## src/design/md4_pkg.sv

```systemverilog
package md4_pkg;

  localparam logic [31:0] IvA = 32'h6745_2301;
  localparam logic [31:0] IvB = 32'hEFCD_AB89;
  localparam logic [31:0] IvC = 32'h98BA_DCFE;
  localparam logic [31:0] IvD = 32'h1032_5476;
  localparam logic [31:0] KRound2 = 32'h5A82_7999;
  localparam logic [31:0] KRound3 = 32'h6ED9_EBA1;
  localparam logic [7:0]  PadByte = 8'h80;
  localparam logic [5:0]  LenPos = 6'h38;
  localparam logic [5:0]  LastStep = 6'd47;
  localparam logic [5:0]  LastPos = 6'h3F;
  localparam logic [3:0]  LenWordLo = 4'd14;
  localparam logic [3:0]  LenWordHi = 4'd15;
  localparam logic [63:0] BitsPerByte = 64'd8;

  localparam logic [1:0] RoundF = 2'd0;
  localparam logic [1:0] RoundG = 2'd1;

  typedef enum logic [5:0] {
    S_IDLE  = 6'b000001,
    S_PAD   = 6'b000010,
    S_LOAD  = 6'b000100,
    S_ROUND = 6'b001000,
    S_FOLD  = 6'b010000,
    S_OUT   = 6'b100000
  } state_e;

  // Message word used by a step: linear, then column order, then bit-reversed.
  function automatic logic [3:0] word_sel(input logic [5:0] step);
    logic [3:0] idx;
    idx = step[3:0];
    unique case (step[5:4])
      RoundF:  word_sel = idx;
      RoundG:  word_sel = {idx[1:0], idx[3:2]};
      default: word_sel = {idx[0], idx[1], idx[2], idx[3]};
    endcase
  endfunction

  function automatic logic [4:0] rot_amount(input logic [5:0] step);
    logic [3:0] code;
    code = {step[5:4], step[1:0]};
    unique case (code)
      4'd0, 4'd4, 4'd8: rot_amount = 5'd3;
      4'd1:             rot_amount = 5'd7;
      4'd2, 4'd10:      rot_amount = 5'd11;
      4'd3:             rot_amount = 5'd19;
      4'd5:             rot_amount = 5'd5;
      4'd6, 4'd9:       rot_amount = 5'd9;
      4'd7:             rot_amount = 5'd13;
      4'd11:            rot_amount = 5'd15;
      default:          rot_amount = 5'd3;
    endcase
  endfunction

  function automatic logic [31:0] rotl32(input logic [31:0] v, input logic [4:0] s);
    logic [63:0] tmp;
    tmp = {32'd0, v} << s;
    rotl32 = tmp[63:32] | tmp[31:0];
  endfunction

endpackage

```

## src/design/md4_message_digest_top.sv

```systemverilog
// Takes one message byte per cycle while idle; the 64th byte of a block starts a
// compression (one word-fetch state, 48 steps, one chaining add).
// End of message: padding writes, one or two compressions, then four digest word
// transfers; compressions use the shared step adder and the 16x32 block store.
// Reset (asynchronous, active low) restores the initial chaining words and a zero
// bit count; the block store is not cleared.
module md4_message_digest_top (
  input  logic        clk_i,
  input  logic        rst_ni,
  input  logic        s_axis_tvalid_i,
  output logic        s_axis_tready_o,
  input  logic [7:0]  s_axis_tdata_i,   // [7:0] message_byte
  input  logic        s_axis_tuser_i,   // [0] byte_valid
  input  logic        s_axis_tlast_i,
  output logic        m_axis_tvalid_o,
  input  logic        m_axis_tready_i,
  output logic [31:0] m_axis_tdata_o,   // [31:0] digest_word
  output logic [1:0]  m_axis_tuser_o,   // [1:0] word_number
  output logic        m_axis_tlast_o
);
  import md4_pkg::*;

  state_e      state_q, state_d;
  logic [5:0]  step_q, step_d;
  logic [3:0]  widx_q, widx_d;
  logic        first_q, first_d;
  logic        len_q, len_d;
  logic        fin_q, fin_d;
  logic        pend_q, pend_d;
  logic        ovf_q, ovf_d;
  logic [1:0]  oidx_q, oidx_d;
  logic [63:0] cnt_q, cnt_d;
  logic [31:0] chain_q [4];
  logic [31:0] chain_d [4];
  logic [31:0] wacc_q, wacc_d;
  logic [31:0] a_q, b_q, c_q, d_q;
  logic [31:0] a_d, b_d, c_d, d_d;
  logic [31:0] rdata_q;
  logic [31:0] mem [16];

  logic        we;
  logic [3:0]  waddr, raddr;
  logic [31:0] wdata;
  logic [5:0]  pos, pad_at;
  logic        in_xfer, out_xfer;
  logic [31:0] f_val, sum, step_res, pad_word;

  assign pos      = cnt_q[8:3];
  assign in_xfer  = s_axis_tvalid_i && s_axis_tready_o;
  assign out_xfer = m_axis_tvalid_o && m_axis_tready_i;

  assign s_axis_tready_o = (state_q == S_IDLE);
  assign m_axis_tvalid_o = (state_q == S_OUT);
  assign m_axis_tdata_o  = chain_q[oidx_q];
  assign m_axis_tuser_o  = oidx_q;
  assign m_axis_tlast_o  = (oidx_q == 2'd3);

  // Shared step unit: a + f(b, c, d) + K + X[k], rotated.
  always_comb begin
    unique case (step_q[5:4])
      RoundF:  f_val = (b_q & c_q) | (~b_q & d_q);
      RoundG:  f_val = ((b_q & c_q) | (b_q & d_q) | (c_q & d_q)) + KRound2;
      default: f_val = (b_q ^ c_q ^ d_q) + KRound3;
    endcase
    sum      = a_q + f_val + rdata_q;
    step_res = rotl32(sum, rot_amount(step_q));
  end

  // Word holding the end mark: bytes already gathered, then 0x80, then zeros.
  always_comb begin
    for (int k = 0; k < 4; k++) begin
      if (2'(k) < pos[1:0]) begin
        pad_word[8*k +: 8] = wacc_q[8*k +: 8];
      end else if (2'(k) == pos[1:0]) begin
        pad_word[8*k +: 8] = PadByte;
      end else begin
        pad_word[8*k +: 8] = 8'd0;
      end
    end
  end

  always_comb begin
    state_d = state_q;
    step_d  = step_q;
    widx_d  = widx_q;
    first_d = first_q;
    len_d   = len_q;
    fin_d   = fin_q;
    pend_d  = pend_q;
    ovf_d   = ovf_q;
    oidx_d  = oidx_q;
    cnt_d   = cnt_q;
    wacc_d  = wacc_q;
    for (int k = 0; k < 4; k++) begin
      chain_d[k] = chain_q[k];
    end
    a_d    = a_q;
    b_d    = b_q;
    c_d    = c_q;
    d_d    = d_q;
    we     = 1'b0;
    waddr  = widx_q;
    wdata  = 32'd0;
    raddr  = word_sel(step_q + 6'd1);
    pad_at = pos;

    unique case (state_q)
      S_IDLE: begin
        if (in_xfer) begin
          if (s_axis_tuser_i) begin
            wacc_d[8*pos[1:0] +: 8] = s_axis_tdata_i;
            cnt_d = cnt_q + BitsPerByte;
            pad_at = pos + 6'd1;
            if (pos[1:0] == 2'd3) begin
              we    = 1'b1;
              waddr = pos[5:2];
              wdata = {s_axis_tdata_i, wacc_q[23:0]};
            end
          end
          if (s_axis_tuser_i && pos == LastPos) begin
            state_d = S_LOAD;
            pend_d  = s_axis_tlast_i;
            fin_d   = 1'b0;
            ovf_d   = 1'b0;
          end else if (s_axis_tlast_i) begin
            state_d = S_PAD;
            widx_d  = pad_at[5:2];
            first_d = 1'b1;
            len_d   = (pad_at < LenPos);
            fin_d   = 1'b0;
            ovf_d   = 1'b0;
            pend_d  = 1'b0;
          end
        end
      end
      S_PAD: begin
        we = 1'b1;
        if (first_q) begin
          wdata = pad_word;
        end else if (len_q && widx_q == LenWordLo) begin
          wdata = cnt_q[31:0];
        end else if (len_q && widx_q == LenWordHi) begin
          wdata = cnt_q[63:32];
        end
        first_d = 1'b0;
        if (widx_q == LenWordHi) begin
          state_d = S_LOAD;
          fin_d   = len_q;
          ovf_d   = !len_q;
        end else begin
          widx_d = widx_q + 4'd1;
        end
      end
      S_LOAD: begin
        raddr   = word_sel(6'd0);
        step_d  = 6'd0;
        a_d     = chain_q[0];
        b_d     = chain_q[1];
        c_d     = chain_q[2];
        d_d     = chain_q[3];
        state_d = S_ROUND;
      end
      S_ROUND: begin
        // Registers rotate so that the word being updated always sits in a.
        a_d    = d_q;
        b_d    = step_res;
        c_d    = b_q;
        d_d    = c_q;
        step_d = step_q + 6'd1;
        if (step_q == LastStep) begin
          state_d = S_FOLD;
        end
      end
      S_FOLD: begin
        chain_d[0] = chain_q[0] + a_q;
        chain_d[1] = chain_q[1] + b_q;
        chain_d[2] = chain_q[2] + c_q;
        chain_d[3] = chain_q[3] + d_q;
        if (fin_q) begin
          state_d = S_OUT;
          oidx_d  = 2'd0;
        end else if (pend_q) begin
          pend_d  = 1'b0;
          state_d = S_PAD;
          widx_d  = pos[5:2];
          first_d = 1'b1;
          len_d   = 1'b1;
        end else if (ovf_q) begin
          // The length did not fit: a further block of zeros and the length.
          ovf_d   = 1'b0;
          state_d = S_PAD;
          widx_d  = 4'd0;
          first_d = 1'b0;
          len_d   = 1'b1;
        end else begin
          state_d = S_IDLE;
        end
      end
      S_OUT: begin
        if (out_xfer) begin
          oidx_d = oidx_q + 2'd1;
          if (oidx_q == 2'd3) begin
            state_d    = S_IDLE;
            cnt_d      = 64'd0;
            chain_d[0] = IvA;
            chain_d[1] = IvB;
            chain_d[2] = IvC;
            chain_d[3] = IvD;
          end
        end
      end
      default: state_d = S_IDLE;
    endcase
  end

  always_ff @(posedge clk_i or negedge rst_ni) begin
    if (!rst_ni) begin
      state_q    <= S_IDLE;
      step_q     <= 6'd0;
      widx_q     <= 4'd0;
      first_q    <= 1'b0;
      len_q      <= 1'b0;
      fin_q      <= 1'b0;
      pend_q     <= 1'b0;
      ovf_q      <= 1'b0;
      oidx_q     <= 2'd0;
      cnt_q      <= 64'd0;
      chain_q[0] <= IvA;
      chain_q[1] <= IvB;
      chain_q[2] <= IvC;
      chain_q[3] <= IvD;
    end else begin
      state_q <= state_d;
      step_q  <= step_d;
      widx_q  <= widx_d;
      first_q <= first_d;
      len_q   <= len_d;
      fin_q   <= fin_d;
      pend_q  <= pend_d;
      ovf_q   <= ovf_d;
      oidx_q  <= oidx_d;
      cnt_q   <= cnt_d;
      for (int k = 0; k < 4; k++) begin
        chain_q[k] <= chain_d[k];
      end
    end
  end

  always_ff @(posedge clk_i) begin
    wacc_q <= wacc_d;
    a_q    <= a_d;
    b_q    <= b_d;
    c_q    <= c_d;
    d_q    <= d_d;
  end

  // Block store: sixteen little-endian message words.
  always_ff @(posedge clk_i) begin
    if (we) begin
      mem[waddr] <= wdata;
    end
    rdata_q <= mem[raddr];
  end

  a_ready_only_idle: assert property (@(posedge clk_i) disable iff (!rst_ni)
    s_axis_tready_o |-> !m_axis_tvalid_o)
    else $error("input ready while digest words are offered");

  a_step_range: assert property (@(posedge clk_i) disable iff (!rst_ni)
    (state_q == S_ROUND) |-> (step_q <= LastStep))
    else $error("compression step out of range");

  a_count_cleared: assert property (@(posedge clk_i) disable iff (!rst_ni)
    (out_xfer && m_axis_tlast_o) |=> (cnt_q == 64'd0) && s_axis_tready_o)
    else $error("state not restored after the last digest word");

  a_pad_ends: assert property (@(posedge clk_i) disable iff (!rst_ni)
    (state_q == S_PAD && widx_q == LenWordHi) |=> (state_q == S_LOAD))
    else $error("padding did not hand over to compression");

  a_last_round: assert property (@(posedge clk_i) disable iff (!rst_ni)
    (state_q == S_ROUND && step_q == LastStep) |=> (state_q == S_FOLD))
    else $error("compression did not end after the last step");

endmodule
```

## config.mk

```make
export PLATFORM = sky130hd
export DESIGN_NAME = md4_message_digest_top
export DESIGN_NICKNAME = d
export VERILOG_FILES = /design/src/design/md4_pkg.sv /design/src/design/md4_message_digest_top.sv
export SDC_FILE = /design/constraint.sdc
export NUM_CORES = 2
export LEC_CHECK = 0
export BUFFER_PORTS_ARGS = -buffer_cell sky130_fd_sc_hd__buf_2
export CORE_UTILIZATION = 45
export DETAILED_ROUTE_END_ITERATION = 8
export MAX_ROUTING_LAYER = met4
export PLACE_DENSITY = 0.74
export SKIP_CTS_REPAIR_TIMING = 1
export SLEW_MARGIN = 30
export SYNTH_ARGS = -nofsm -noshare
export SYNTH_HDL_FRONTEND = slang
export SYNTH_SLANG_ARGS = --single-unit
```

## constraint.sdc

```tcl
create_clock -name clk_i -period 5.7 [get_ports clk_i]
set_input_delay 1.14 -clock clk_i [delete_from_list [all_inputs] [get_ports clk_i]]
set_output_delay 1.14 -clock clk_i [all_outputs]
set_load 0.02 [all_outputs]
```

==> flow_summary_export.csv <==
group,metric,value,unit
pwr,clkPwrFrac,0.198,
finish,instances_no_fill,6788,
critical_path,worstSetupStartpointType,"register",
pwr,power.total,31.1,mW
pwr,p_switching,12.8,mW
critical_path,worstSetupPathType,"reg2reg",
sta,tightest_slew,1.07,ns
floorplan,die_y,339,um
yosys,yosys.cell_types.count,91,
clocking,path_clk_slew,0.07,ns
finish,design_area,59800,sq um
yosys,syn-num-nets,5161,
critical_path,crit_path_start,"b_q[1]$_DFFE_PP_",
routing,drt-initial-drc-count,4621,
yosys,yosysTopAreaCell,"edfxtp_1",
sta,worst_slack,-0.427,ns
status,violations,"negative setup slack",
yosys,ys_async_sr_fraction,0.233,
critical_path,cp.arrival,6.67,ns
global_route,antenna_found_initial,5,
pwr,switching_share,0.412,
critical_path,worst-path-stages,28,
finish,finalNetCount,5458,
critical_path,crit_path_max_incr_delay,0.59,ns
clocking,htreeDepth,3,
sta,setup_tns,-8.63,ns
routing,totalWireLength,159,mm
critical_path,cp_num_buf_inv,5,
flow_run,maxCapViolCount,0,
placed_design,hpwl,110,mm
floorplan,design.core.area,112000,sq um
sta,rsz0062_at_grt,"yes",
critical_path,r2r_end,"b_q[28]$_DFFE_PP_",
clocking,cts_sinks,908,
placed_design,dp.cells,6593,
finish,fill_cells,9610,
pwr,combPwrFrac,0.527,
global_route,grt_use_total,0.277,
yosys,synth-seq-cells,908,
sta,setup_viol,32,
placed_design,gp_congestion,0.967,
finish,multi_input_area,24700,sq um
routing,vias_per_cell,6.07,
sta,fin_worst_skew,0.0661,ns
pwr,p_int,18.3,mW
critical_path,r2r-start,"b_q[1]$_DFFE_PP_",
sta,finalHoldViolCount,0,
floorplan,die-area,115000,sq um
routing,wl_per_cell,23.4,um
routing,dr.pass1.iters,6,
critical_path,r2r_slack,-0.43,ns
yosys,syn-instance-count,4911,
placed_design,dpl-instance-area,55800,sq um
yosys,synth_top_area_share,0.391,
placed_design,port_buffers,50,
routing,vias,41200,
global_route,grt_start_max_net_pins,136,
critical_path,cpMaxStageDelayCell,"fa_2",
pwr,ir_drop,0.353,mV
critical_path,critical-path-top-delay-family,"compound AO/OA/AOI/OAI gates",
global_route,grt_pass1_vias,39200,
yosys,yosysWarnings,0,
status,status,"finished, violations left",
yosys,synth-edff-count,664,
yosys,synth_most_common_cell,"nand2_1",
clocking,cts_max_path_buffers,3,
yosys,synthTopCellsByArea,"edfxtp_1, dfrtp_1, nand2_1",
critical_path,r2r.worst_path.cells,28,
yosys,syn_area,51100,sq um
critical_path,cp_max_fo,4,
critical_path,cp-end-kind,"register",
finish,drive_gt1_frac,0.175,
floorplan,fp.dieW,339,um
floorplan,initial_core_util,0.454,
pwr,power_leakage,22.9,nW
hold_path,hold_class,"in2async",
yosys,ys.flop_type,"edfxtp_1",
sta,min_period,6.13,ns
sta,period_share,1.07,
clocking,numCtsBuffers,95,
sta,whs,0.448,ns
clocking,cts_tree,"built",
finish,syn2layout_area_growth,17.1,%
critical_path,cp.required,6.24,ns
pwr,power_frac_seq,0.275,
yosys,yosysSeqAreaShare,0.509,
clocking,clk_latency,0.73,ns
yosys,yosys-top-cells-count,"nand2_1, edfxtp_1, a21oi_1",
pwr,power.density,519,nW/um^2
yosys,syn_avg_cell_area,10.4,sq um
sta,slew_violations,0,
routing,ant_nets,0,
critical_path,cp-endpoint,"b_q[28]$_DFFE_PP_",
clocking,root_buffer,"clkbuf_16",
global_route,overflow,0,
sta,max_freq,163,MHz
finish,ff_latch_area,26000,sq um
floorplan,ioPinCount,51,
floorplan,row_count,123,
routing,route.detailed.drc,0,
sta,max_slew_margin,0.282,
global_route,grt_pass1_wl,238,mm
==> flip-flops by register name, summed over array words and instances, names as in the netlist, 4 cells and up <==
name and cells:
wacc_q 24, a_q 32, d_q 32, widx_q 4, b_q 32, step_q 6
chain_q 128, cnt_q 61, rdata_q 32, mem 512, state_q 6, c_q 32
==> per-layer routing <==
| metal | GRT usage | routed length, um | vias up |
|---|---|---|---|
| li1 | - | - | 18800 |
| met4 | 0.115 | 7020 | 0 |
| met1 | 0.358 | 64400 | 20100 |
| met5 | - | 0 | - |
| met3 | 0.0388 | 11600 | 373 |
| met2 | 0.439 | 75600 | 1821 |
==> stage by stage <==
stage                     setup slack, ns  utilization
after CTS                          -0.692        0.523
after global placement             -0.754        0.496
after floorplan                    0.0112            -
after global routing               -0.664        0.532
after detailed placement           -0.674        0.496
final                              -0.427        0.532
==> layout by cell type, fill, tap and decap left out, types with 34 or more instances in the layout <==
master | synthesis | layout
clkbuf_16 | 0 | 96
a311oi_1 | 69 | 68
dfstp_2 | 65 | 65
a21oi_1 | 323 | 305
inv_1 | 113 | 108
and2_0 | 39 | 39
ha_1 | 168 | 159
and3_1 | 45 | 42
xnor2_1 | 108 | 104
a21o_1 | 78 | 78
fa_1 | 68 | 67
nor3_1 | 79 | 74
mux2i_1 | 63 | 56
a31oi_1 | 105 | 95
a211oi_1 | 215 | 206
xor2_1 | 108 | 107
buf_4 | 2 | 406
dfrtp_1 | 147 | 144
nor2_1 | 275 | 247
nand3_1 | 117 | 115
or3_1 | 35 | 34
nand2_1 | 769 | 762
buf_2 | 5 | 50
o21ai_0 | 277 | 259
and2_1 | 138 | 137
edfxtp_1 | 664 | 664
==> power groups by stage <==
stage	registers [mW]	clock network, mW	logic, mW
after floorplan	8.34	0	9.16
after global placement	8.65	0	14.6
after detailed placement	8.67	0	14.8
after CTS	8.54	6.19	14.9
after global routing	8.59	6.44	17.6
final	8.54	6.14	16.4
==> cell families after synthesis <==
| logic type | after synthesis | synth area share |
|---|---|---|
| compound gates | 1376 | 0.176 |
| mux | 98 | 0.0271 |
| fa+ha+maj | 236 | 0.0678 |
| simple gates | 1680 | 0.154 |
| buf+inv | 397 | 0.0295 |
| xor+xnor | 216 | 0.0371 |
| flops | 908 | 0.509 |
==> worst min path at each step <==
| stage | start | endpoint | slack (ns) | cells after the start |
|---|---|---|---|---|
| detailed placement | chain_q[31]$_DFFE_PN0P_ | chain_q[31]$_DFFE_PN0P_ | 0.51 | 1 |
| floorplan | chain_q[31]$_DFFE_PN0P_ | chain_q[31]$_DFFE_PN0P_ | 0.46 | 1 |
| global route | rst_ni | chain_q[108]$_DFFE_PN0P_ | 0.48 | 1 |
| finish | rst_ni | chain_q[108]$_DFFE_PN0P_ | 0.45 | 1 |
| CTS | rst_ni | chain_q[74]$_DFFE_PN0P_ | 0.45 | 1 |
| global placement | chain_q[31]$_DFFE_PN0P_ | chain_q[31]$_DFFE_PN0P_ | 0.50 | 1 |
==> area by class of cell <==
type | instances | area share
multi-input cells | 3606 | 0.413
well taps | 1500 | 0.0314
diodes | 1 | 0.0000418
repair buffers | 483 | 0.0633
inverters | 114 | 0.00720
clock inverters | 44 | 0.00772
clock buffers | 132 | 0.0432
flip-flops and latches | 908 | 0.434
Power figures use the tool's default switching activity.
